### src/sv/tn4_pkg.sv
`timescale 1ns / 1ps

package tn4_pkg;

    localparam int EXTENT_MAX      = 256;
    localparam int EXT_W           = 9;
    localparam int COORD_W         = 8;
    localparam int RANK_W          = 32;
    localparam int BYTES_W         = 31;
    localparam int DIR_W           = 3;
    localparam int NUM_DIMS        = 4;
    localparam int STEPS_PER_STAGE = 8;
    localparam int STAGES_PER_DIM  = RANK_W / STEPS_PER_STAGE;
    localparam int DIV_STAGES      = STAGES_PER_DIM * NUM_DIMS;
    localparam int CFG_IDX_W       = 3;
    localparam int STRIDE_2_W      = 17;
    localparam int STRIDE_3_W      = 25;

    typedef enum logic [CFG_IDX_W-1:0] {
        REG_EXTENT_X,
        REG_EXTENT_Y,
        REG_EXTENT_Z,
        REG_EXTENT_T,
        REG_MESSAGE_BYTES
    } cfg_reg_t;

    typedef enum logic [DIR_W-1:0] {
        DIR_X_MINUS,
        DIR_X_PLUS,
        DIR_Y_MINUS,
        DIR_Y_PLUS,
        DIR_Z_MINUS,
        DIR_Z_PLUS,
        DIR_T_MINUS,
        DIR_T_PLUS
    } dir_t;

    typedef struct packed {
        logic [NUM_DIMS-1:0][EXT_W-1:0]  extent;
        logic [NUM_DIMS-1:0][RANK_W-1:0] stride;
        logic [NUM_DIMS-1:0][RANK_W-1:0] span;
    } geom_t;

    typedef struct packed {
        logic [RANK_W-1:0]                 rank;
        logic [NUM_DIMS-2:0][COORD_W-1:0]  coord;
        logic [COORD_W-1:0]                rem;
        logic [RANK_W-1:0]                 work;
    } div_item_t;

    typedef struct packed {
        logic [RANK_W-1:0]                 rank;
        logic [NUM_DIMS-1:0][COORD_W-1:0]  coord;
        logic                              oor;
    } emit_item_t;

    function automatic logic [EXT_W-1:0] eff_extent(input logic [EXT_W-1:0] raw);
        logic [EXT_W-1:0] res;
        if (raw == '0)
            res = EXT_W'(1);
        else if (raw > EXT_W'(EXTENT_MAX))
            res = EXT_W'(EXTENT_MAX);
        else
            res = raw;
        return res;
    endfunction

endpackage

### src/sv/tn4_div_stage.sv
`timescale 1ns / 1ps

module tn4_div_stage (
    input  logic                       clk,
    input  logic                       rst_n,
    input  logic                       in_valid,
    output logic                       in_ready,
    input  tn4_pkg::div_item_t         in_data,
    input  logic [tn4_pkg::EXT_W-1:0]  extent,
    output logic                       out_valid,
    input  logic                       out_ready,
    output tn4_pkg::div_item_t         out_data
);
    import tn4_pkg::*;

    logic      valid_reg;
    div_item_t data_reg;
    div_item_t data_next;

    // Restoring division, one quotient bit per step, dividend shifted out MSB first.
    always_comb
    begin
        logic [EXT_W-1:0]   rr;
        logic [COORD_W-1:0] r;
        logic [RANK_W-1:0]  w;
        r = in_data.rem;
        w = in_data.work;
        for (int i = 0; i < STEPS_PER_STAGE; i++)
        begin
            rr = {r, w[RANK_W-1]};
            w  = {w[RANK_W-2:0], 1'b0};
            if (rr >= extent)
            begin
                rr   = rr - extent;
                w[0] = 1'b1;
            end
            r = rr[COORD_W-1:0];
        end
        data_next      = in_data;
        data_next.rem  = r;
        data_next.work = w;
    end

    assign in_ready = !valid_reg || out_ready;

    always_ff @(posedge clk or negedge rst_n)
    begin
        if (!rst_n)
            valid_reg <= 1'b0;
        else if (in_ready)
            valid_reg <= in_valid;
    end

    always_ff @(posedge clk)
    begin
        if (in_ready && in_valid)
            data_reg <= data_next;
    end

    assign out_valid = valid_reg;
    assign out_data  = data_reg;

endmodule

### config.mk
export PLATFORM = sky130hd
export DESIGN_NAME = tn4_div_stage
export DESIGN_NICKNAME = d
export VERILOG_FILES = /design/src/sv/tn4_pkg.sv /design/src/sv/tn4_div_stage.sv
export SDC_FILE = /design/constraint.sdc
export NUM_CORES = 1
export LEC_CHECK = 0
export BUFFER_PORTS_ARGS = -buffer_cell sky130_fd_sc_hd__buf_2
export CORE_AREA = 2 2 98 147
export DETAILED_ROUTE_END_ITERATION = 12
export DIE_AREA = 0 0 100 149
export PLACE_DENSITY = 0.8
export SETUP_SLACK_MARGIN = 0.5
export SLEW_MARGIN = 15
export SYNTH_ARGS = -nofsm -noshare
export SYNTH_HDL_FRONTEND = slang
export SYNTH_SLANG_ARGS = --single-unit
### constraint.sdc
create_clock -name clk -period 7.6 [get_ports clk]
set_input_delay 0.76 -clock clk [delete_from_list [all_inputs] [get_ports clk]]
set_output_delay 0.76 -clock clk [all_outputs]
set_load 0.03 [all_outputs]
## Yosys cells after proc, flatten, opt, wreduce, memory -nomap -nowiden

Cells that the tools add are included.

| word-level totals | value |
|---|---|
| register bits | 97 |

| operators by class | value |
|---|---|
| add/sub/neg operators | 8 |
| magnitude comparators | 8 |
| muxes and demuxes | 16 |
| reductions and logical operators | 3 |

Operator list:

| kind | count |
|---|---|
| 9-bit >= comparator | 8 |
| 8-bit two-way mux | 8 |
| 8-bit subtractor | 8 |
| 1-bit two-way mux | 8 |
| 1-bit logical AND | 1 |
| 1-bit zero test | 1 |
| 1-bit logical OR | 1 |

## Longest topological paths before layout

| logic depth | value |
|---|---|
| depth in word-level cells | 16 |
| depth in mapped cells | 72 |
| mapped depth without buffers | 68 |

## Worst setup path after synthesis

Ideal clock, no wire load.

| timing path | value |
|---|---|
| path type | in2reg |
| start point | input port extent[5] in the netlist's numbering |
| end point | register data_reg, in the netlist out_data[39] (data pin) |
| library setup time | 0.254 ns |
| arrival | 13.570 ns |
| data required time | 7.346 ns |
| setup slack | -6.224 ns |
| cell stages on the path | 65 |
| buffers on the path | 5 |
| path through | inv_1 -> ha_1 -> a21o_1 -> a221oi_4 -> inv_1 -> o21ai_0 -> and2_1 -> inv_1 -> ha_1 -> o21a_1 -> o31a_1 -> o31ai_4 -> a211oi_1 -> a21oi_1 -> inv_1 -> ha_1 -> nor2b_1 -> o31ai_2 -> (+29 left out) -> ha_1 -> nor2b_1 -> o31a_1 -> o211ai_1 -> nand2_1 -> a211oi_2 -> inv_1 -> buf_6 -> a21oi_1 -> ha_1 -> nor2b_1 -> o31a_1 -> o31a_1 -> o221ai_1 -> a21oi_1 -> clkbuf_1 -> a22o_1 -> a21o_1 |

RTL lines:

| what | line | RTL |
|---|---|---|
| from (decl) | tn4_div_stage.sv:9 | `input logic [tn4_pkg::EXT_W-1:0] extent,` |
| to (signal assigned) | tn4_div_stage.sv:57 | `data_reg <= data_next;` |
| to (decl) | tn4_div_stage.sv:17 | `div_item_t data_reg;` |

==> results.txt <==
hold_ws - 0.174 ns
list of most frequent post-synthesis cells - 96 x edfxtp_1, 72 x ha_1, 45 x inv_1, 45 x nor2_1, 40 x a21oi_1
CP most frequent cell - ha_4
Post-synth ARST share - 0.0103
slowest stage delay, CP - 0.36 ns
register area share after synthesis - 0.433
Worst Setup End Kind - register
number of global-route vias before repair - 7627
Max-Cap Viols - 0
Die Area - 0.0149 sq mm
register area - 0.00291 sq mm
vias - 7380
CP Max Fanout - 7
min-delay worst type - primary input to asynchronous set/reset pin
dpl hpwl - 18.3 mm
Clk pin slew, worst setup/hold paths - 0.07 ns
first-pass GRT wire length - 39.5 mm
grt total ovfl - 0
Multi-input gate area - 0.00431 sq mm
final setup margin - -5.78 ns
nets - 1244
TritonCTS Sinks - 97
Tightest Pin Transition - 0.852 ns
Fin. Hold Viols - 0
# IOs - 207
layout cells sized above 1 - 0.600
via/cell ratio - 6.02
Max Fclk - 0.0747 GHz
RD Place Congestion - 1.00
Area Overhead vs Synth - 64.5%
crit path DAT - 13.50 ns
DR WL/cell - 22.7 um
Remaining DRCs - 0
Post-Syn Area - 0.00671 sq mm
Yosys top cell area share - 0.430
Ys Warns - 0
Yosys top cell by area - edfxtp_1
core area - 0.0138 sq mm
Clock Root Buffer - clkbuf_16
Layout fillers - 738
Area contributors post-synth - edfxtp_1 43%, ha_1 13%, xnor2_1 3.8%
Avg Inst Size Synth - 11.5 sq um
syn_nets - 772
status - complete, but fails checks
Starting DRT DRC Count - 530
Initial DRT Pass Iterations - 6
Slew Viols, Final - 0
initial antenna violation count - 2
Critical Path RT - 7.71 ns
final critical-path share of the clock period - 1.76
Crit Path Class - primary input to register
clk_skew - 0.0100 ns
CP max-delay cell - ha_2
Post-CTS Hold Buffers - 0
slew margin rel. - 0.432
largest net degree at the start of global routing - 71
Main synth FF type - edfxtp_1
Die H - 149 um
CTS tree - built
# rows - 53
final setup violation count - 12
most frequent cell after synthesis - edfxtp_1
post-synthesis cell type count - 69
DRT antenna net count - 0
failing checks - setup timing
Startpoint Class - primary input
clock buffer depth - 2
Initial Util - 0.486
die width - 100 um
Post-Syn Instances - 583
total wire length - 27.8 mm
GRT Total Usage - 0.348
CTS H-tree lvls - 3
number of enable flip-flop cells after synthesis - 96
Yosys reg bits - 97
TritonCTS buffer count - 9
min Tclk post-route - 13.38 ns
RSZ-0062 raised after global routing - yes
worst-skew pair later-pin latency - 0.36 ns
input/output buffers - 206
through the flow:
stage	cells	area, sq um	setup TNS, ns	util	setup WS [ns]
detailed placement	1159	9850	-63.43	0.714	-6.22
finish	1226	11000	-57.66	0.800	-5.78
CTS	1210	10800	-50.80	0.782	-5.12
floorplan	583	7070	-54.88	-	-5.54
global placement	1159	9850	-60.49	0.714	-5.92
global route	1226	11000	-60.80	0.800	-6.05
cell families (layout without fill, tap and decap cells):
kind of cell | Yosys count | count (layout) | share of synthesized area
buffers and inverters | 54 | 531 | 0.0379
flip-flops | 97 | 97 | 0.433
multiplexers | 29 | 29 | 0.0492
adder cells (fa/ha/maj) | 80 | 80 | 0.158
XOR/XNOR | 36 | 36 | 0.0470
AND/OR/NAND/NOR | 123 | 123 | 0.0901
other | 0 | 1 | 0
AO/OA/AOI/OAI | 164 | 164 | 0.184
worst paths after layout:
| path | end | cells after the start | start | slack (ns) |
|---|---|---|---|---|
| min in group clk | out_data[40]$_DFFE_PP_ | 1 | in_data[40] | 0.57 |
| max in group asynchronous | out_valid$_DFFE_PN0N_ | 1 | rst_n | 7.34 |
| setup / recovery | out_data[38]$_DFFE_PP_ | 68 | in_data[31] | -5.78 |
| hold reg to reg | out_valid$_DFFE_PN0N_ | 2 | out_valid$_DFFE_PN0N_ | 0.59 |
| setup reg to reg | out_data[44]$_DFFE_PP_ | 3 | out_valid$_DFFE_PN0N_ | 5.54 |
| hold / removal | out_valid$_DFFE_PN0N_ | 1 | rst_n | 0.17 |
what timing repair did:
action,CTS,global route
buffers inserted,34,15
pin swaps,48,32
setup endpoints to repair,12,12
gates cloned,1,0
resized for setup,80,34
cells in the final DEF (no fill, tap or decap), drive strengths merged, types with 3 or more instances in the layout:
| cell | count |
|---|---|
| nand3 | 9 |
| a31oi | 6 |
| xnor2 | 29 |
| a21oi | 40 |
| o31ai | 4 |
| o31a | 7 |
| nor2 | 45 |
| xor2 | 7 |
| ha | 72 |
| a22oi | 3 |
| clkbuf | 9 |
| o21bai | 7 |
| mux2 | 23 |
| nand2 | 22 |
| a21o | 19 |
| nor3 | 5 |
| nand4 | 7 |
| nor2b | 11 |
| o211ai | 4 |
| nand2b | 13 |
| and2 | 3 |
| inv | 47 |
| buf | 466 |
| clkinvlp | 6 |
| o221ai | 3 |
| o21ai | 31 |
| fa | 8 |
| mux2i | 6 |
| o21a | 16 |
| edfxtp | 96 |
| a211oi | 6 |
| and3 | 4 |
area by class of cell:
| class | count | area share |
|---|---|---|
| Timing Repair Buffer | 466 | 0.278 |
| Multi-Input combinational cell | 432 | 0.391 |
| Inverter | 49 | 0.0232 |
| Tap cell | 165 | 0.0187 |
| Antenna cell | 1 | 0.000227 |
| Sequential cell | 97 | 0.263 |
| Clock buffer | 9 | 0.0204 |
| Clock inverter | 7 | 0.00544 |
state kept, by name (all words and copies together) (netlist names):
name and count:
out_valid 1, out_data 96
worst max-delay path, delay by kind of cell:
family / cells / cell delay [ns]
adder cells (fa/ha/maj): 9 / 2.51
buffers and inverters: 14 / 1.67
multiplexers: 5 / 1.59
AND/OR/NAND/NOR: 8 / 0.90
XOR/XNOR: 1 / 0.10
AO/OA/AOI/OAI: 31 / 5.94
routing by layer:
| metal | share of wire | global-route usage | up-vias |
|---|---|---|---|
| li1 | - | - | 3136 |
| met1 | 0.31 | 0.333 | 3502 |
| met2 | 0.53 | 0.636 | 534 |
| met3 | 0.076 | 0.0703 | 206 |
| met4 | 0.088 | 0.274 | 2 |
| met5 | 0.00047 | 0 | - |
Power is not shown: default switching activity piles up to over one toggle a cycle in this logic, so the estimate is an artifact.
