## config.mk

```make
export PLATFORM = sky130hd
export DESIGN_NAME = tn4_cfg
export DESIGN_NICKNAME = d
export VERILOG_FILES = /design/src/sv/tn4_pkg.sv /design/src/sv/tn4_cfg.sv
export SDC_FILE = /design/constraint.sdc
export NUM_CORES = 2
export LEC_CHECK = 0
export BUFFER_PORTS_ARGS = -buffer_cell sky130_fd_sc_hd__buf_2
export CAP_MARGIN = 0
export CORE_MARGIN = 8
export CORE_UTILIZATION = 28
export CTS_CLUSTER_SIZE = 30
export DETAILED_ROUTE_END_ITERATION = 8
export SLEW_MARGIN = 30
export SYNTH_ARGS = -nofsm -noshare
export SYNTH_HDL_FRONTEND = slang
export SYNTH_SLANG_ARGS = --single-unit
```

## constraint.sdc

```tcl
create_clock -name clk -period 9.1 [get_ports clk]
set_input_delay 0.91 -clock clk [delete_from_list [all_inputs] [get_ports clk]]
set_output_delay 0.91 -clock clk [all_outputs]
set_load 0.02 [all_outputs]
```

## src/sv/tn4_pkg.sv

```systemverilog
`timescale 1ns / 1ps

package tn4_pkg;

    localparam int EXTENT_MAX      = 256;
    localparam int EXT_W           = 9;
    localparam int COORD_W         = 8;
    localparam int RANK_W          = 32;
    localparam int BYTES_W         = 31;
    localparam int DIR_W           = 3;
    localparam int NUM_DIMS        = 4;
    localparam int STEPS_PER_STAGE = 8;
    localparam int STAGES_PER_DIM  = RANK_W / STEPS_PER_STAGE;
    localparam int DIV_STAGES      = STAGES_PER_DIM * NUM_DIMS;
    localparam int CFG_IDX_W       = 3;
    localparam int STRIDE_2_W      = 17;
    localparam int STRIDE_3_W      = 25;

    typedef enum logic [CFG_IDX_W-1:0] {
        REG_EXTENT_X,
        REG_EXTENT_Y,
        REG_EXTENT_Z,
        REG_EXTENT_T,
        REG_MESSAGE_BYTES
    } cfg_reg_t;

    typedef enum logic [DIR_W-1:0] {
        DIR_X_MINUS,
        DIR_X_PLUS,
        DIR_Y_MINUS,
        DIR_Y_PLUS,
        DIR_Z_MINUS,
        DIR_Z_PLUS,
        DIR_T_MINUS,
        DIR_T_PLUS
    } dir_t;

    typedef struct packed {
        logic [NUM_DIMS-1:0][EXT_W-1:0]  extent;
        logic [NUM_DIMS-1:0][RANK_W-1:0] stride;
        logic [NUM_DIMS-1:0][RANK_W-1:0] span;
    } geom_t;

    typedef struct packed {
        logic [RANK_W-1:0]                 rank;
        logic [NUM_DIMS-2:0][COORD_W-1:0]  coord;
        logic [COORD_W-1:0]                rem;
        logic [RANK_W-1:0]                 work;
    } div_item_t;

    typedef struct packed {
        logic [RANK_W-1:0]                 rank;
        logic [NUM_DIMS-1:0][COORD_W-1:0]  coord;
        logic                              oor;
    } emit_item_t;

    function automatic logic [EXT_W-1:0] eff_extent(input logic [EXT_W-1:0] raw);
        logic [EXT_W-1:0] res;
        if (raw == '0)
            res = EXT_W'(1);
        else if (raw > EXT_W'(EXTENT_MAX))
            res = EXT_W'(EXTENT_MAX);
        else
            res = raw;
        return res;
    endfunction

endpackage

```

## src/sv/tn4_cfg.sv

```systemverilog
`timescale 1ns / 1ps

module tn4_cfg (
    input  logic                          clk,
    input  logic                          rst_n,
    input  logic                          cfg_valid,
    output logic                          cfg_ready,
    input  logic [tn4_pkg::CFG_IDX_W-1:0] cfg_index,
    input  logic [tn4_pkg::BYTES_W-1:0]   cfg_data,
    output tn4_pkg::geom_t                geom,
    output logic [tn4_pkg::BYTES_W-1:0]   message_bytes
);
    import tn4_pkg::*;

    logic [NUM_DIMS-1:0][EXT_W-1:0] ext_reg;
    logic [BYTES_W-1:0]             bytes_reg;
    logic [NUM_DIMS-1:0][EXT_W-1:0] eff;
    logic [STRIDE_2_W-1:0]          stride2_reg;
    logic [STRIDE_3_W-1:0]          stride3_reg;
    logic [RANK_W-1:0]              span1_reg;
    logic [RANK_W-1:0]              span2_reg;
    logic [RANK_W-1:0]              span3_reg;

    assign cfg_ready = 1'b1;

    always_ff @(posedge clk or negedge rst_n)
    begin
        if (!rst_n)
        begin
            ext_reg   <= {NUM_DIMS{EXT_W'(1)}};
            bytes_reg <= '0;
        end
        else if (cfg_valid)
        begin
            case (cfg_index)
                REG_EXTENT_X:      ext_reg[0] <= cfg_data[EXT_W-1:0];
                REG_EXTENT_Y:      ext_reg[1] <= cfg_data[EXT_W-1:0];
                REG_EXTENT_Z:      ext_reg[2] <= cfg_data[EXT_W-1:0];
                REG_EXTENT_T:      ext_reg[3] <= cfg_data[EXT_W-1:0];
                REG_MESSAGE_BYTES: bytes_reg  <= cfg_data;
                default:           ;
            endcase
        end
    end

    always_comb
    begin
        for (int d = 0; d < NUM_DIMS; d++)
            eff[d] = eff_extent(ext_reg[d]);
    end

    // Strides and spans are registered (stride2, then stride3/span2, then span3)
    // and settle after a write, well ahead of the first item reaching the emitter.
    always_ff @(posedge clk or negedge rst_n)
    begin
        if (!rst_n)
        begin
            stride2_reg <= STRIDE_2_W'(1);
            stride3_reg <= STRIDE_3_W'(1);
            span1_reg   <= '0;
            span2_reg   <= '0;
            span3_reg   <= '0;
        end
        else
        begin
            stride2_reg <= STRIDE_2_W'(RANK_W'(eff[0]) * RANK_W'(eff[1]));
            stride3_reg <= STRIDE_3_W'(RANK_W'(stride2_reg) * RANK_W'(eff[2]));
            span1_reg   <= RANK_W'(eff[1] - EXT_W'(1)) * RANK_W'(eff[0]);
            span2_reg   <= RANK_W'(eff[2] - EXT_W'(1)) * RANK_W'(stride2_reg);
            span3_reg   <= RANK_W'(eff[3] - EXT_W'(1)) * RANK_W'(stride3_reg);
        end
    end

    always_comb
    begin
        geom.extent    = eff;
        geom.stride[0] = RANK_W'(1);
        geom.stride[1] = RANK_W'(eff[0]);
        geom.stride[2] = RANK_W'(stride2_reg);
        geom.stride[3] = RANK_W'(stride3_reg);
        geom.span[0]   = RANK_W'(eff[0] - EXT_W'(1));
        geom.span[1]   = span1_reg;
        geom.span[2]   = span2_reg;
        geom.span[3]   = span3_reg;
    end

    assign message_bytes = bytes_reg;

endmodule

```

Yosys cells after proc, flatten, opt, wreduce, memory -nomap -nowiden:

Cells that the tools add are included.
Widths: inputs -> output; s select.

* output and inout bits: 324
* flip-flop bits (word level): 189
* word-level logic and storage cells: 45

* multiplexer cells: 8
* eq/ne operators: 4
* add/subtract/negate cells: 4
* $lt $le $gt $ge: 4
* reduce and logical (&&, ||, !) cells: 10
* $mul: 5

Operators with widths (count)
* $mux 9: 8
* $sub 9x1->10 const B: 4
* $gt 9x9->1 const B: 4
* $logic_not 9->1: 4
* $mul 10x26->32: 1
* $mul 10x18->28: 1
* $mul 17x9->25: 1
* $mul 10x10->20: 1
* $mul 9x9->17: 1
* $reduce_and 2->1: 5
* $eq 3x2->1 const B: 2
* $eq 3x1->1 const B: 1
* $eq 3x3->1 const B: 1
* $logic_not 3->1: 1

Logic depth before layout (Yosys ltp):

* depth in word-level cells: 5
* depth in mapped cells: 30

Least setup slack after synthesis:

No wires, ideal clock.

* path kind: flip-flop to flip-flop
* start: reg ext_reg[31] in the netlist's numbering
* end: reg span3_reg[31]
* library setup time: 0.120 ns
* buffers on the path: 2
* data required time: 8.980 ns
* data arrival time: 6.982 ns
* setup slack: 1.997 ns
* stages on the path, launching flop included: 28
* cell sequence: dfrtp_1 -> or4_4 -> or3_1 -> nor2_1 -> o21bai_1 -> clkbuf_1 -> ha_1 -> inv_1 -> xnor2_1 -> clkbuf_1 -> nand2_1 -> fa_1 -> fa_1 -> inv_1 -> fa_1 -> fa_1 -> inv_1 -> fa_1 -> inv_1 -> ha_1 -> or3_1 -> o21bai_1 -> a31oi_1 -> o211ai_1 -> nand3_1 -> a31oi_1 -> o31a_1 -> o211a_1

* longest elaborated chain between the ends: 5

RTL lines
* from (decl): line tn4_cfg.sv:15 `logic [NUM_DIMS-1:0][EXT_W-1:0] ext_reg;`
* from (signal assigned): line tn4_cfg.sv:30 `ext_reg <= {NUM_DIMS{EXT_W'(1)}};`
* $gt 9x9->1: line tn4_pkg.sv:61 `else if (raw > EXT_W'(EXTENT_MAX))`
* $mux 9: line tn4_pkg.sv:61
* $mux 9 (*): line tn4_pkg.sv:59 `if (raw == '0)`
* $sub 9x1->10 (*): line tn4_cfg.sv:70 `span3_reg <= RANK_W'(eff[3] - EXT_W'(1)) * RANK_W'(stride3_reg);`
* $mul 10x26->32 (*): line tn4_cfg.sv:70
* to (signal assigned): line tn4_cfg.sv:70
* to (decl): line tn4_cfg.sv:22 `logic [RANK_W-1:0] span3_reg;`

Mark *: on every way between the ends. The rest lies on a longest branch, timed or not.
A chain may end at the register's enable or synchronous reset.

Worst setup path after layout:

Ends and elaborated chain as after synthesis.

==> summary.txt <==
Synth
  – Post-synth top flop: dfrtp_1
  – Mapped Area: between 30000 and 40000 sq um
  – Syn Area/Cell: 9.31 sq um
  – Mapped Cells: 3350
  – EDFF count, synth: 0
  – Area contributors post-synth: fa_1 (34%), dfrtp_1 (15%), ha_1 (11%)
  – Post-synthesis cell type count: roughly 70
  – Share of the synthesized area in the top cell type: 0.343
  – Post-synth ARST share: 1.00
  – Synthesis Warnings: 0
  – Synthesized flop and latch total: between 150 and 200
  – Register area share after synthesis: 0.152
  – Synth area leader: fa_1

CTS
  – Post-CTS Resized: 0
  – Cts hold-fix bufs: 0
  – Clock Latency Late Sink: ~0.52 ns
  – Root Buffer: clkbuf_16
  – TritonCTS Sinks: 189
  – H-tree levels: 4
  – CTS clk-pin slew, worst paths: around 0.090 ns
  – Clock Path Buffers: 2
  – CTS tree: done
  – Post-CTS Setup Bufs: 0
  – CTS Buf Count: 17

Critical path
  – Critical R2R Capture: span3_reg[31]
  – Most common cell on crit path: fa_1
  – Largest delay share family, worst path: adder cells
  – FF-to-FF path depth: 27
  – Crit-path max cell delay: 0.58 ns
  – Worst setup EP type: flop
  – FF-to-FF Start: ext_reg[31]
  – CP bufs+invs: 5
  – Worst path slowest cell: or4_4
  – Setup crit start kind: flop
  – Max FO, Critical Path: 27
  – Worst EP required: between 9 and 10 ns
  – Worst Setup Path Type: reg2reg
  – Reg-to-reg setup timing slack: 1.22 ns
  – Worst path arrival time: 8.28 ns

Final layout
  – Commonest non-fill, non-tap cell in the layout: inv_1
  – Share of cells above drive strength 1: 0.120
  – N_diodes: 0
  – Nets@finish: between 4000 and 5000
  – Non-filler cells, final: between 5000 and 6000
  – Commonest non-fill, non-tap cells in the layout: inv_1 (707), fa_1 (535), nand2_1 (392), ha_1 (285), buf_2 (258)
  – Filler cells: about 12000
  – Max FFs per register: 36
  – Area grow syn2layout: 10.9%

Global routing
  – Initial antenna violation count: 1
  – Largest net degree at the start of global routing: 67
  – GR Util All Layers: 0.138
  – Vias in the first global route: between 20000 and 25000
  – Grt ovf: 0
  – First-pass GRT wire length: about 130 mm

STA
  – Slew HR: 0.353
  – Worst slew pin tran: 0.971 ns
  – RSZ-0062 raised after global routing: false
  – Final hold vios: 0
  – Slew Limit Fails: 0
  – Tmin final: about 8 ns
  – Setup TNS Final: 0 ns
  – Max Fclk: between 100 and 150 MHz
  – Crit share post-route: 0.866
  – Final setup skew: slightly below 0.03 ns
  – Final setup fails: 0

Route
  – WL final: just over 80 mm
  – DR WL/cell: 16.2 microns
  – Pre-Repair DR Iteration Count: 5
  – Detail Route Antenna Nets: 0
  – Initial DRC Count: around 1100
  – Vias: approximately 22000
  – DRC Markers: 0
  – Vias/cell: ~4.4

Floorplan
  – Std cell rows: about 120
  – Die Wd: between 300 and 400 microns
  – Die area: roughly 120000 sq um
  – Die height: between 300 and 400 microns
  – CORE AREA: ~110000 sq um
  – Initial Util: 0.282
  – IO Pins: between 300 and 400

Status
  – Outcome: complete, no violations

Placement
  – Final HPWL DP: between 60 and 70 mm
  – Placed Cells: 5068
  – PortBufs: between 200 and 300
  – Gp weighted congestion: 0.845

Worst hold path
  – Hold Path Class: in2async

Job
  – Max Cap Viol: 0
cells in the mapped netlist (all sizes together), types with 10 or more instances:
cell type	n
and3	12
and2	229
nor2	110
a211oi	12
nor2b	50
dfrtp	183
mux2	66
a21oi	68
clkbuf	99
xor2	27
ha	285
o21a	10
nand3	25
inv	710
o21bai	14
o21ai	43
buf	141
nor3	29
nand2b	61
xnor2	91
a21o	38
fa	535
nand2	392
or3	14
final cells by class:
class / instances / area, sq um / share of cell area
Multi-Input combinational cell: 2375 / 23100 / 0.668
Sequential cell: 189 / 4740 / 0.137
Inverter: 714 / 2680 / 0.0775
Tap cell: 1488 / 1860 / 0.0538
Timing Repair Buffer: 302 / 1630 / 0.0472
Clock buffer: 18 / 429 / 0.0124
Clock inverter: 14 / 161 / 0.00466
kinds of logic after synthesis:
group                    synth area share
buffers and inverters               0.130
AND/OR/NAND/NOR                     0.149
adder cells (fa/ha/maj)             0.458
AO/OA/AOI/OAI                      0.0529
flip-flops                          0.152
XOR/XNOR                           0.0339
multiplexers                       0.0241
other                            0.000241
worst max-delay path by stage:
stage	from	endpoint	slack (ns)	depth (start not counted)
final	ext_reg[31]	span3_reg[31]	1.22	27
after detailed placement	ext_reg[31]	span3_reg[31]	1.14	27
after CTS	ext_reg[31]	span3_reg[31]	1.10	27
after floorplan	ext_reg[31]	span3_reg[31]	2.00	27
after global placement	ext_reg[31]	span3_reg[31]	1.31	27
after global routing	ext_reg[31]	span3_reg[31]	0.67	27
metrics by stage:
stage / cell area [sq um] / setup slack [ns] / utilization / hold WS, ns
floorplan: 31800 / 2.00 / - / 0.496
global placement: 34000 / 1.31 / 0.307 / 0.486
detailed placement: 34000 / 1.14 / 0.307 / 0.490
CTS: 34600 / 1.10 / 0.313 / 0.360
global route: 34600 / 0.671 / 0.313 / 0.398
finish: 34600 / 1.22 / 0.313 / 0.371
metal layers:
metal,global-route usage,part of all wire
met1,0.174,0.41
met2,0.240,0.51
met3,0.0310,0.064
met4,0.0321,0.016
met5,0,0
Power is left out: the tool's default activity adds up to more than one toggle a clock period on the data nets, which glitch-free logic cannot reach.
