**config.mk**
```make
export PLATFORM = sky130hd
export DESIGN_NAME = tn4_emit
export DESIGN_NICKNAME = d
export VERILOG_FILES = /design/src/sv/tn4_pkg.sv /design/src/sv/tn4_emit.sv
export SDC_FILE = /design/constraint.sdc
export NUM_CORES = 1
export LEC_CHECK = 0
export BUFFER_PORTS_ARGS = -buffer_cell sky130_fd_sc_hd__buf_4
export CAP_MARGIN = 10
export CORE_AREA = 5 5 186 188
export DETAILED_ROUTE_END_ITERATION = 8
export DIE_AREA = 0 0 191 193
export PLACE_DENSITY = 0.72
export SKIP_CTS_REPAIR_TIMING = 1
export SYNTH_ARGS = -nofsm -noshare
export SYNTH_HDL_FRONTEND = slang
export SYNTH_SLANG_ARGS = --single-unit
```
**constraint.sdc**
```tcl
create_clock -name clk -period 8.3 [get_ports clk]
set_clock_uncertainty 0.05 [all_clocks]
set_input_delay 2.49 -clock clk [delete_from_list [all_inputs] [get_ports clk]]
set_output_delay 2.49 -clock clk [all_outputs]
set_load 0.02 [all_outputs]
```
**src/sv/tn4_pkg.sv**
```systemverilog
`timescale 1ns / 1ps

package tn4_pkg;

    localparam int EXTENT_MAX      = 256;
    localparam int EXT_W           = 9;
    localparam int COORD_W         = 8;
    localparam int RANK_W          = 32;
    localparam int BYTES_W         = 31;
    localparam int DIR_W           = 3;
    localparam int NUM_DIMS        = 4;
    localparam int STEPS_PER_STAGE = 8;
    localparam int STAGES_PER_DIM  = RANK_W / STEPS_PER_STAGE;
    localparam int DIV_STAGES      = STAGES_PER_DIM * NUM_DIMS;
    localparam int CFG_IDX_W       = 3;
    localparam int STRIDE_2_W      = 17;
    localparam int STRIDE_3_W      = 25;

    typedef enum logic [CFG_IDX_W-1:0] {
        REG_EXTENT_X,
        REG_EXTENT_Y,
        REG_EXTENT_Z,
        REG_EXTENT_T,
        REG_MESSAGE_BYTES
    } cfg_reg_t;

    typedef enum logic [DIR_W-1:0] {
        DIR_X_MINUS,
        DIR_X_PLUS,
        DIR_Y_MINUS,
        DIR_Y_PLUS,
        DIR_Z_MINUS,
        DIR_Z_PLUS,
        DIR_T_MINUS,
        DIR_T_PLUS
    } dir_t;

    typedef struct packed {
        logic [NUM_DIMS-1:0][EXT_W-1:0]  extent;
        logic [NUM_DIMS-1:0][RANK_W-1:0] stride;
        logic [NUM_DIMS-1:0][RANK_W-1:0] span;
    } geom_t;

    typedef struct packed {
        logic [RANK_W-1:0]                 rank;
        logic [NUM_DIMS-2:0][COORD_W-1:0]  coord;
        logic [COORD_W-1:0]                rem;
        logic [RANK_W-1:0]                 work;
    } div_item_t;

    typedef struct packed {
        logic [RANK_W-1:0]                 rank;
        logic [NUM_DIMS-1:0][COORD_W-1:0]  coord;
        logic                              oor;
    } emit_item_t;

    function automatic logic [EXT_W-1:0] eff_extent(input logic [EXT_W-1:0] raw);
        logic [EXT_W-1:0] res;
        if (raw == '0)
            res = EXT_W'(1);
        else if (raw > EXT_W'(EXTENT_MAX))
            res = EXT_W'(EXTENT_MAX);
        else
            res = raw;
        return res;
    endfunction

endpackage

```
**src/sv/tn4_emit.sv**
```systemverilog
`timescale 1ns / 1ps

module tn4_emit (
    input  logic                          clk,
    input  logic                          rst_n,
    input  logic                          in_valid,
    output logic                          in_ready,
    input  tn4_pkg::emit_item_t           in_item,
    input  tn4_pkg::geom_t                geom,
    input  logic [tn4_pkg::BYTES_W-1:0]   message_bytes,
    output logic                          out_valid,
    input  logic                          out_stall,
    output logic [tn4_pkg::RANK_W-1:0]    from_rank,
    output logic [tn4_pkg::RANK_W-1:0]    neighbor_rank,
    output logic [tn4_pkg::BYTES_W-1:0]   edge_bytes,
    output logic [tn4_pkg::DIR_W-1:0]     direction,
    output logic                          out_of_range,
    output logic                          last_of_run
);
    import tn4_pkg::*;

    emit_item_t         item_reg;
    logic               item_valid_reg;
    logic [DIR_W-1:0]   k_reg;
    logic               out_valid_reg;
    logic [RANK_W-1:0]  from_reg;
    logic [RANK_W-1:0]  nb_reg;
    logic [BYTES_W-1:0] bytes_reg;
    logic [DIR_W-1:0]   dir_reg;
    logic               oor_reg;
    logic               last_reg;

    logic               slot_free;
    logic               load;
    logic               last_beat;
    logic [1:0]         dim;
    logic [COORD_W-1:0] c;
    logic [EXT_W-1:0]   e;
    logic [RANK_W-1:0]  stride;
    logic [RANK_W-1:0]  span;
    logic [RANK_W-1:0]  nb_next;

    assign slot_free = !out_valid_reg || !out_stall;
    assign load      = item_valid_reg && slot_free;
    assign last_beat = (k_reg == DIR_T_PLUS);
    assign in_ready  = !item_valid_reg || (load && last_beat);

    assign dim    = k_reg[DIR_W-1:1];
    assign c      = item_reg.coord[dim];
    assign e      = geom.extent[dim];
    assign stride = geom.stride[dim];
    assign span   = geom.span[dim];

    // Step one coordinate, wrapping at either face of the torus; an out-of-range rank gives zero.
    always_comb
    begin
        if (item_reg.oor)
            nb_next = '0;
        else if (!k_reg[0])
            nb_next = (c == '0) ? item_reg.rank + span : item_reg.rank - stride;
        else
            nb_next = (EXT_W'(c) == e - EXT_W'(1)) ? item_reg.rank - span
                                                   : item_reg.rank + stride;
    end

    always_ff @(posedge clk or negedge rst_n)
    begin
        if (!rst_n)
        begin
            item_valid_reg <= 1'b0;
            k_reg          <= '0;
            out_valid_reg  <= 1'b0;
        end
        else
        begin
            if (in_valid && in_ready)
            begin
                item_valid_reg <= 1'b1;
                k_reg          <= '0;
            end
            else
            begin
                if (load)
                    k_reg <= k_reg + DIR_W'(1);
                if (load && last_beat)
                    item_valid_reg <= 1'b0;
            end
            if (load)
                out_valid_reg <= 1'b1;
            else if (!out_stall)
                out_valid_reg <= 1'b0;
        end
    end

    always_ff @(posedge clk)
    begin
        if (in_valid && in_ready)
            item_reg <= in_item;
        if (load)
        begin
            from_reg  <= item_reg.rank;
            nb_reg    <= nb_next;
            bytes_reg <= message_bytes;
            dir_reg   <= k_reg;
            oor_reg   <= item_reg.oor;
            last_reg  <= last_beat;
        end
    end

    assign out_valid     = out_valid_reg;
    assign from_rank     = from_reg;
    assign neighbor_rank = nb_reg;
    assign edge_bytes    = bytes_reg;
    assign direction     = dir_reg;
    assign out_of_range  = oor_reg;
    assign last_of_run   = last_reg;

    a_oor_zero: assert property (@(posedge clk) disable iff (!rst_n)
        out_valid && out_of_range |-> neighbor_rank == '0)
        else $error("out-of-range beat carries a neighbour rank");

    a_last_dir: assert property (@(posedge clk) disable iff (!rst_n)
        out_valid && (last_of_run != (direction == DIR_T_PLUS)) |-> 1'b0)
        else $error("last flag not on the final direction");

    a_run_cont: assert property (@(posedge clk) disable iff (!rst_n)
        out_valid && !out_stall && !last_of_run |=> out_valid)
        else $error("run broken before its last beat");

    a_dir_seq: assert property (@(posedge clk) disable iff (!rst_n)
        out_valid && !out_stall && !last_of_run |=> direction == $past(direction) + DIR_W'(1))
        else $error("directions out of order within a run");

endmodule

```
Word level (Yosys, flattened, before mapping)

Index checks and enable logic that the tools add are counted.

Memories kept: 0
Bits in read-only memories: 0
Bits in registers: 170
Bits in latches: 0
Bits in writable memories: 0
Word-level logic and storage cells: 53
Input port bits: 392
Output and inout bits: 102

Equal/unequal tests: 3
Reduce and logical (&&, ||, !) cells: 11
$mul: 0
Divide/modulo/power cells: 0
Magnitude comparators: 1
Shift-type cells: 0
Bitwise gates (word level): 0
Add/subtract/negate cells: 6
Mux-type cells: 17

Operators by type and width:

| operator                                                                | number |
|---|---|
| 32-bit 2-to-1 mux                                                       | 5 |
| 32-bit binary-select mux with 2-bit select                              | 2 |
| 32-bit adder                                                            | 2 |
| 32-bit subtractor                                                       | 2 |
| 9-bit binary-select mux with 2-bit select                               | 1 |
| 8-bit binary-select mux with 2-bit select                               | 1 |
| 8-bit by 9-bit equality test with 1-bit output                          | 1 |
| 9-bit 2-to-1 mux                                                        | 1 |
| 9-bit by 1-bit subtractor with 9-bit output, second input constant      | 1 |
| 8-bit zero test                                                         | 1 |
| 8-bit 2-to-1 mux                                                        | 1 |
| 3-bit 2-to-1 mux                                                        | 2 |
| 1-bit 2-to-1 mux                                                        | 4 |
| 2-bit nonzero test                                                      | 2 |
| 3-bit by 1-bit adder with 3-bit output, second input constant           | 1 |
| 3-bit equality test, second input constant                              | 1 |
| 1-bit logical AND                                                       | 3 |
| 1-bit zero test                                                         | 3 |
| 2-bit by 3-bit < comparator with 1-bit output, second input constant    | 1 |
| 1-bit logical OR                                                        | 2 |
| 2-bit by 1-bit inequality test with 1-bit output, second input constant | 1 |

Longest topological paths before layout

Gate-level depths: netlist (run 1).

Depth after elaboration: 7
Gate-level depth with buffers: 33
Mapped depth without buffers: 25

Worst setup path before layout (run 1)

Ideal clock, no wire load.

Path type: input port to flip-flop
From: input geom[286] (netlist name)
To: register nb_reg[30], in the netlist neighbor_rank[30], data pin
Setup time: 0.266 ns
Required time: 7.984 ns
Arrival: 7.833 ns
Path buffers: 2
Cell stages on the path: 24
Path slack: 0.151 ns
Path through: mux4_2 -> or4_1 -> or3_1 -> a21oi_1 -> a311oi_1 -> o221ai_1 -> buf_2 -> clkbuf_1 -> mux2i_1 -> o21ai_0 -> ha_1 -> inv_1 -> fa_1 -> a21o_1 -> a21o_1 -> a211o_1 -> a21o_1 -> a211o_1 -> nand2_1 -> o2111a_1 -> o31ai_1 -> a311oi_1 -> xor2_1 -> nor2_1

Cells in the longest elaborated chain, start to end: 6

Ends and longest elaborated chain:

| element                                        | RTL line        | RTL |
|---|---|---|
| start: declaration                             | tn4_emit.sv:9   | `input tn4_pkg::geom_t geom,` |
| 9-bit binary-select mux with 2-bit select      | tn4_emit.sv:50  | `assign e = geom.extent[dim];` |
| 9-bit 2-to-1 mux (not written as such)         | tn4_emit.sv:50  |  |
| 9-bit by 1-bit subtractor with 9-bit output    | tn4_emit.sv:62  | `nb_next = (EXT_W'(c) == e - EXT_W'(1)) ? item_reg.rank - span` |
| 8-bit by 9-bit equality test with 1-bit output | tn4_emit.sv:62  |  |
| 32-bit 2-to-1 mux                              | tn4_emit.sv:62  |  |
| 32-bit 2-to-1 mux                              | tn4_emit.sv:59  | `else if (!k_reg[0])` |
| end signal: assignment                         | tn4_emit.sv:102 | `nb_reg <= nb_next;` |
| end: declaration                               | tn4_emit.sv:27  | `logic [RANK_W-1:0] nb_reg;` |

No other way between the ends. The select of a mux whose other input is x is not followed.
A chain may end at the register's enable or synchronous reset.

Final worst setup path (run 1)

From: input geom[226] (netlist name)
To: register nb_reg[31], in the netlist neighbor_rank[31], data pin

Cells in the longest elaborated chain, start to end: 5
Elaborated cells on any way between the ends: 7
Those cells by class: add/sub: 2; mux: 5

Ends and longest elaborated chain:

| element                                                  | RTL line                       | RTL |
|---|---|---|
| 32-bit binary-select mux with 2-bit select (*)           | tn4_emit.sv:51                 | `assign stride = geom.stride[dim];` |
| 32-bit 2-to-1 mux (not written as such) (*)              | tn4_emit.sv:51                 |  |
| 32-bit subtractor / 32-bit adder (equally long branches) | tn4_emit.sv:60, tn4_emit.sv:63 |  |
| 32-bit 2-to-1 mux, on equally long branches              | tn4_emit.sv:60, tn4_emit.sv:62 |  |
| 32-bit 2-to-1 mux (*)                                    | tn4_emit.sv:59                 |  |

Mark *: on every way between the ends. The rest lies on a longest branch, timed or not. The select of a mux whose other input is x is not followed.

==> impl_metrics.ini, run 1 <==
[outcome]
status = finished, final reports clean

[worst_hold_path]
whs_endpoint = from_rank[0]
holdPathStages = 0
min_path_type = register to register
min-delay-start = item_reg[33]

[sta]
rsz0062_at_grt = no
setup_ws_ns = 0.395
max-slew-margin-rel = 0.235
fin_crit_ns = 7.91
hold_violations = 0
worst_slew_pin_slew_ns = 1.15
fmaxAchievable_ghz = 0.126
setup_violations = 0
post-route-period-util = 0.952
whs_ns = 0.405
drv_slew = 0

[detailed_routing]
drc = 0
via_per_inst = 5.25
wl_per_cell_um = 21.1
detail-route-antenna-nets = 0
wirelength_um = 41300
firstDrtPassIters = 7
vias = 10300
drt-initial-drc-count = 626

[power_and_ir_drop]
p_leak_nw = 6.95
ir_worst_vdd_mv = 0.160
power.total_mw = 5.87
p_per_area_mw_per_mm2 = 349

[placement]
place_hpwl_um = 34000
place_area_sq_mm = 0.0162
port_buffers = 493
place_congestion = 0.912
dp_slack_ns = -0.0368

[synth]
synth_ff_type = edfxtp_1
syn_inst = 976
synth_area_leader_cell = edfxtp_1
synth_seq_cells = 170
ys_warn_count = 0
syn_area_sq_mm = 0.0118
yosysMostFrequentCell = edfxtp_1
synth.area.top_cells = edfxtp_1 (42%), mux4_2 (15%), ha_1 (3.8%)
synth_nets = 1405
synth_cell_type_count = 79
netlist.area_leader.share = 0.420
synth_common_cells = edfxtp_1 (165), mux4_2 (81), nor2_1 (81)
async_reset_ff_frac = 0.0294
postSynthAreaPerCell_sq_um = 12.1
ys_seq_area_frac = 0.431
synth_edf_count = 165

[clock_tree]
htreeDepth = 4
clkSlewWorstSetupHoldPaths_ns = 0.06
cts_buffers = 17
cts.sinks = 170
cts_tree = yes
cts_buffer_depth = 2
root_buffer = clkbuf_16
clk_latency_ns = 0.44

[global_route]
first_global_vias = 10600
gr-total-overflow = 0
grt_usage = 0.215
antenna_found_initial = 6
grt_max_degree = 70
grt_pass1_wl_um = 59900

[cells_and_area]
final_util = 0.511
largest_register_ffs = 65
drive_gt1_frac = 0.471
final_area_sq_mm = 0.0168
nets = 1923
area_delta_synth_final_pct = 42.8

[critical_path]
cp-start-kind = primary input
reg2regPathDepth = 20
worstPathRequired_ns = 8.52
regToRegSetupSlack_ns = 1.24
critPathCaptureType = register
path_class = primary input to register
r2r-start = k_reg[1]
regToRegEndpoint = neighbor_rank[31]
path_max_fanout = 5
worstPathArrival_ns = 8.12

[floorplan]
die_y_um = 193
initial_core_util = 0.358
core_sq_mm = 0.0329
ioPinCount = 494
num_rows = 67
fp.dieW_um = 191
die_area_sq_mm = 0.0369

[run]
maxCapViolCount = 0
## layout by cell type, fill, tap and decap left out, drive strengths merged, types with 11 or more instances in the layout
| cell | count |
|---|---|
| a21o | 15 |
| a21oi | 38 |
| a31oi | 11 |
| buf | 550 |
| clkbuf | 18 |
| edfxtp | 165 |
| ha | 36 |
| inv | 21 |
| mux2i | 38 |
| mux4 | 81 |
| nand2 | 75 |
| nand3 | 21 |
| nor2 | 81 |
| nor3 | 31 |
| nor4 | 24 |
| o21ai | 56 |
| or3 | 21 |
| xnor2 | 46 |
| xor2 | 35 |
## stage by stage
stage	std cells	TNS [ns]
2_1_floorplan	976	0
4_1_cts	1955	0
3_3_place_gp	1923	0
3_5_place_dp	1923	-0.0850
5_1_grt	1957	0
6_report	1957	0
## layer usage
| layer | share of wire | vias up | GRT usage | wire [um] |
|---|---|---|---|---|
| met5 | 0.00090 | - | 0 | 37 |
| met4 | 0.027 | 8 | 0.0732 | 1120 |
| met3 | 0.087 | 64 | 0.0724 | 3580 |
| met2 | 0.50 | 408 | 0.368 | 20500 |
| met1 | 0.39 | 4919 | 0.255 | 16100 |
| li1 | - | 4874 | - | - |
## area by class of cell
class	count	area [sq um]
multi-input cells	740	6400
repair buffers	550	4140
diodes	2	5.00
clock inverters	14	160
inverters	15	56.3
clock buffers	18	429
flip-flops and latches	170	5090
fillers	2965	16100
well taps	448	561
## critical path, cell delays in order
cell	delay, ns
buf_4	0.11
mux4_2	0.48
or3_1	0.46
or3_1	0.41
a221o_1	0.38
a211o_1	0.38
or3_1	0.44
o311ai_0	0.33
o21ai_0	0.14
a21oi_1	0.15
o21ai_1	0.11
ha_1	0.40
a21o_1	0.18
a31o_2	0.23
a221o_1	0.35
a41oi_1	0.27
a211o_1	0.18
o311ai_0	0.15
or3_1	0.35
a21oi_2	0.13
## cells by family after synthesis
family,synth area share
adder cells (fa/ha/maj),0.0399
XOR/XNOR,0.0602
buffers and inverters,0.0288
AO/OA/AOI/OAI,0.106
AND/OR/NAND/NOR,0.143
flip-flops,0.431
multiplexers,0.191
## how the worst max path moves through the flow
stage	slack, ns	cells after the start	to	start
final	0.39	20	neighbor_rank[31]	geom[226]
after global routing	0.002	21	neighbor_rank[31]	geom[226]
after CTS	0.41	24	neighbor_rank[30]	geom[269]
after detailed placement	-0.04	24	neighbor_rank[30]	geom[269]
after global placement	0.05	25	neighbor_rank[30]	geom[269]
after floorplan	0.15	24	neighbor_rank[30]	geom[286]
## power breakdown
group          total (mW)  internal, mW  switching, mW
Sequential           1.37          1.19          0.182
Clock               0.816         0.451          0.365
Combinational        3.68          1.70           1.98
Total                5.87          3.34           2.53
(Power assumes the default switching activity.)
==> inputs of run 2 (changes only) <==
--- a/config.mk
+++ b/config.mk
@@ -11,6 +11,7 @@
 export DETAILED_ROUTE_END_ITERATION = 8
 export DIE_AREA = 0 0 191 193
 export PLACE_DENSITY = 0.72
+export RECOVER_POWER = 25
 export SKIP_CTS_REPAIR_TIMING = 1
 export SYNTH_ARGS = -nofsm -noshare
 export SYNTH_HDL_FRONTEND = slang
==> run 2 against run 1 <==
Against the previous run:
- register-to-register slack about the same
- non-clock buffer count unchanged
- count of clock-buffer cells in the layout unchanged
- combinational power about the same
- sequential power about the same
- global-route usage unchanged
- critical endpoint unchanged
- via count up 0.69%
- highest routed layer unchanged
- first-iteration DRC count up 9.3%
- critical path depth up 1
==> impl_metrics.ini, run 2 (same netlist as run 1, synthesis figures left out) <==
[outcome]
status = finished, final reports clean

[critical_path]
worstPathRequired_ns = 8.52
cp-start-kind = primary input
regToRegEndpoint = neighbor_rank[31]
slowest_delay_ns = 0.52
worstPathArrival_ns = 8.13
cp-startpoint = geom[226]
regToRegSetupSlack_ns = 1.25
crit_path_end = neighbor_rank[31]
critPathCaptureType = register
slowest_stage = or3_1
path_class = primary input to register
r2r-start = k_reg[1]
reg2regPathDepth = 21
cp_common_cell = or3_1
path_max_fanout = 7
path_cells = buf_4 -> mux4_2 -> or3_1 -> buf_4 -> nor4b_1 -> xor2_1 -> a41oi_1 -> or3_1 -> o311ai_0 -> o21ai_0 -> a21oi_1 -> o21ai_1 -> ha_1 -> a21o_1 -> a31o_2 -> a221o_1 -> a41oi_1 -> a211o_1 -> o311ai_0 -> or3_1 -> a21oi_2

[sta]
rsz0062_at_grt = no
fmaxAchievable_ghz = 0.126
setup_violations = 0
fin_crit_ns = 7.91
setup_ws_ns = 0.392
post-route-period-util = 0.953
max-slew-margin-rel = 0.231
drv_slew = 0
worst_slew_pin_slew_ns = 1.15
hold_violations = 0

[cells_and_area]
nets = 1923
largest_register_ffs = 65
final_util = 0.511
area_delta_synth_final_pct = 42.8
final_area_sq_mm = 0.0168
layout_commonest_cell = buf_4
mostFrequentLayoutCells = buf_4 (480), edfxtp_1 (165), mux4_2 (81), nor2_1 (81), nand2_1 (73)
drive_gt1_frac = 0.470

[power_and_ir_drop]
p_leak_nw = 6.94
p_per_area_mw_per_mm2 = 348
ir_worst_vdd_mv = 0.161
power.total_mw = 5.87

[clock_tree]
clk_latency_ns = 0.44
root_buffer = clkbuf_16
cts_buffers = 17
cts_tree = yes
clkSlewWorstSetupHoldPaths_ns = 0.06
cts_buffer_depth = 2
cts.sinks = 170
htreeDepth = 4

[global_route]
antenna_found_initial = 7
grt_max_degree = 70
first_global_vias = 10600
grt_usage = 0.215
gr-total-overflow = 0
grt_pass1_wl_um = 59900

[detailed_routing]
wirelength_um = 41300
wl_per_cell_um = 21.1
via_per_inst = 5.28
detail-route-antenna-nets = 0
firstDrtPassIters = 5
drc = 0
drt-initial-drc-count = 684
vias = 10300

[floorplan]
ioPinCount = 494
die_area_sq_mm = 0.0369
fp.dieW_um = 191
core_sq_mm = 0.0329
initial_core_util = 0.358
num_rows = 67
die_y_um = 193

[placement]
port_buffers = 493
place_congestion = 0.912
dp_slack_ns = -0.0368
place_area_sq_mm = 0.0162
place_hpwl_um = 34000

[worst_hold_path]
min_path_type = register to register

[run]
maxCapViolCount = 0
[run 2: cell type report]
class                      instances  area, sq um
timing repair buffer             550         4140
fill                            2966        16100
antenna                            3         7.51
clock buffer                      18          429
multi-input combinational        740         6400
tap                              448          561
inverter                          15         56.3
sequential                       170         5090
clock inverter                    14          160
[run 2: worst max-delay path: cells and delay by family]
kind	cells	cell delay (ns)
AOI/OAI and AO/OA	12	2.51
muxes	1	0.48
xor gates and xnor gates	1	0.27
adders and majority gates	1	0.40
and+or+nand+nor	4	1.69
buffers and inverters	2	0.30
[run 2: how the worst min path moves through the flow]
stage | endpoint | start | depth (start not counted) | slack [ns]
final | from_rank[0] | item_reg[33] | 0 | 0.40
after global routing | from_rank[0] | item_reg[33] | 0 | 0.43
after CTS | from_rank[0] | item_reg[33] | 0 | 0.41
after detailed placement | from_rank[28] | item_reg[61] | 0 | 0.39
after global placement | from_rank[0] | item_reg[33] | 0 | 0.39
after floorplan | from_rank[0] | item_reg[33] | 0 | 0.38
[run 2: report_power, final]
group / internal (mW) / switching [mW]
combinational: 1.70 / 1.98
clock: 0.451 / 0.366
sequential: 1.19 / 0.180
total: 3.34 / 2.53
[run 2: per-stage QoR]
stage	hold slack (ns)	TNS (ns)	std cells
floorplan	0.376	0	976
detailed placement	0.394	-0.0850	1923
global placement	0.385	0	1923
global route	0.430	0	1958
finish	0.404	0	1958
CTS	0.409	0	1955
[run 2: per-layer routing]
metal | up-vias | part of all wire | GRT usage
li1 | 4876 | - | -
met1 | 4945 | 0.38 | 0.255
met2 | 449 | 0.50 | 0.368
met3 | 66 | 0.094 | 0.0724
met4 | 8 | 0.027 | 0.0732
met5 | - | 0.00090 | 0
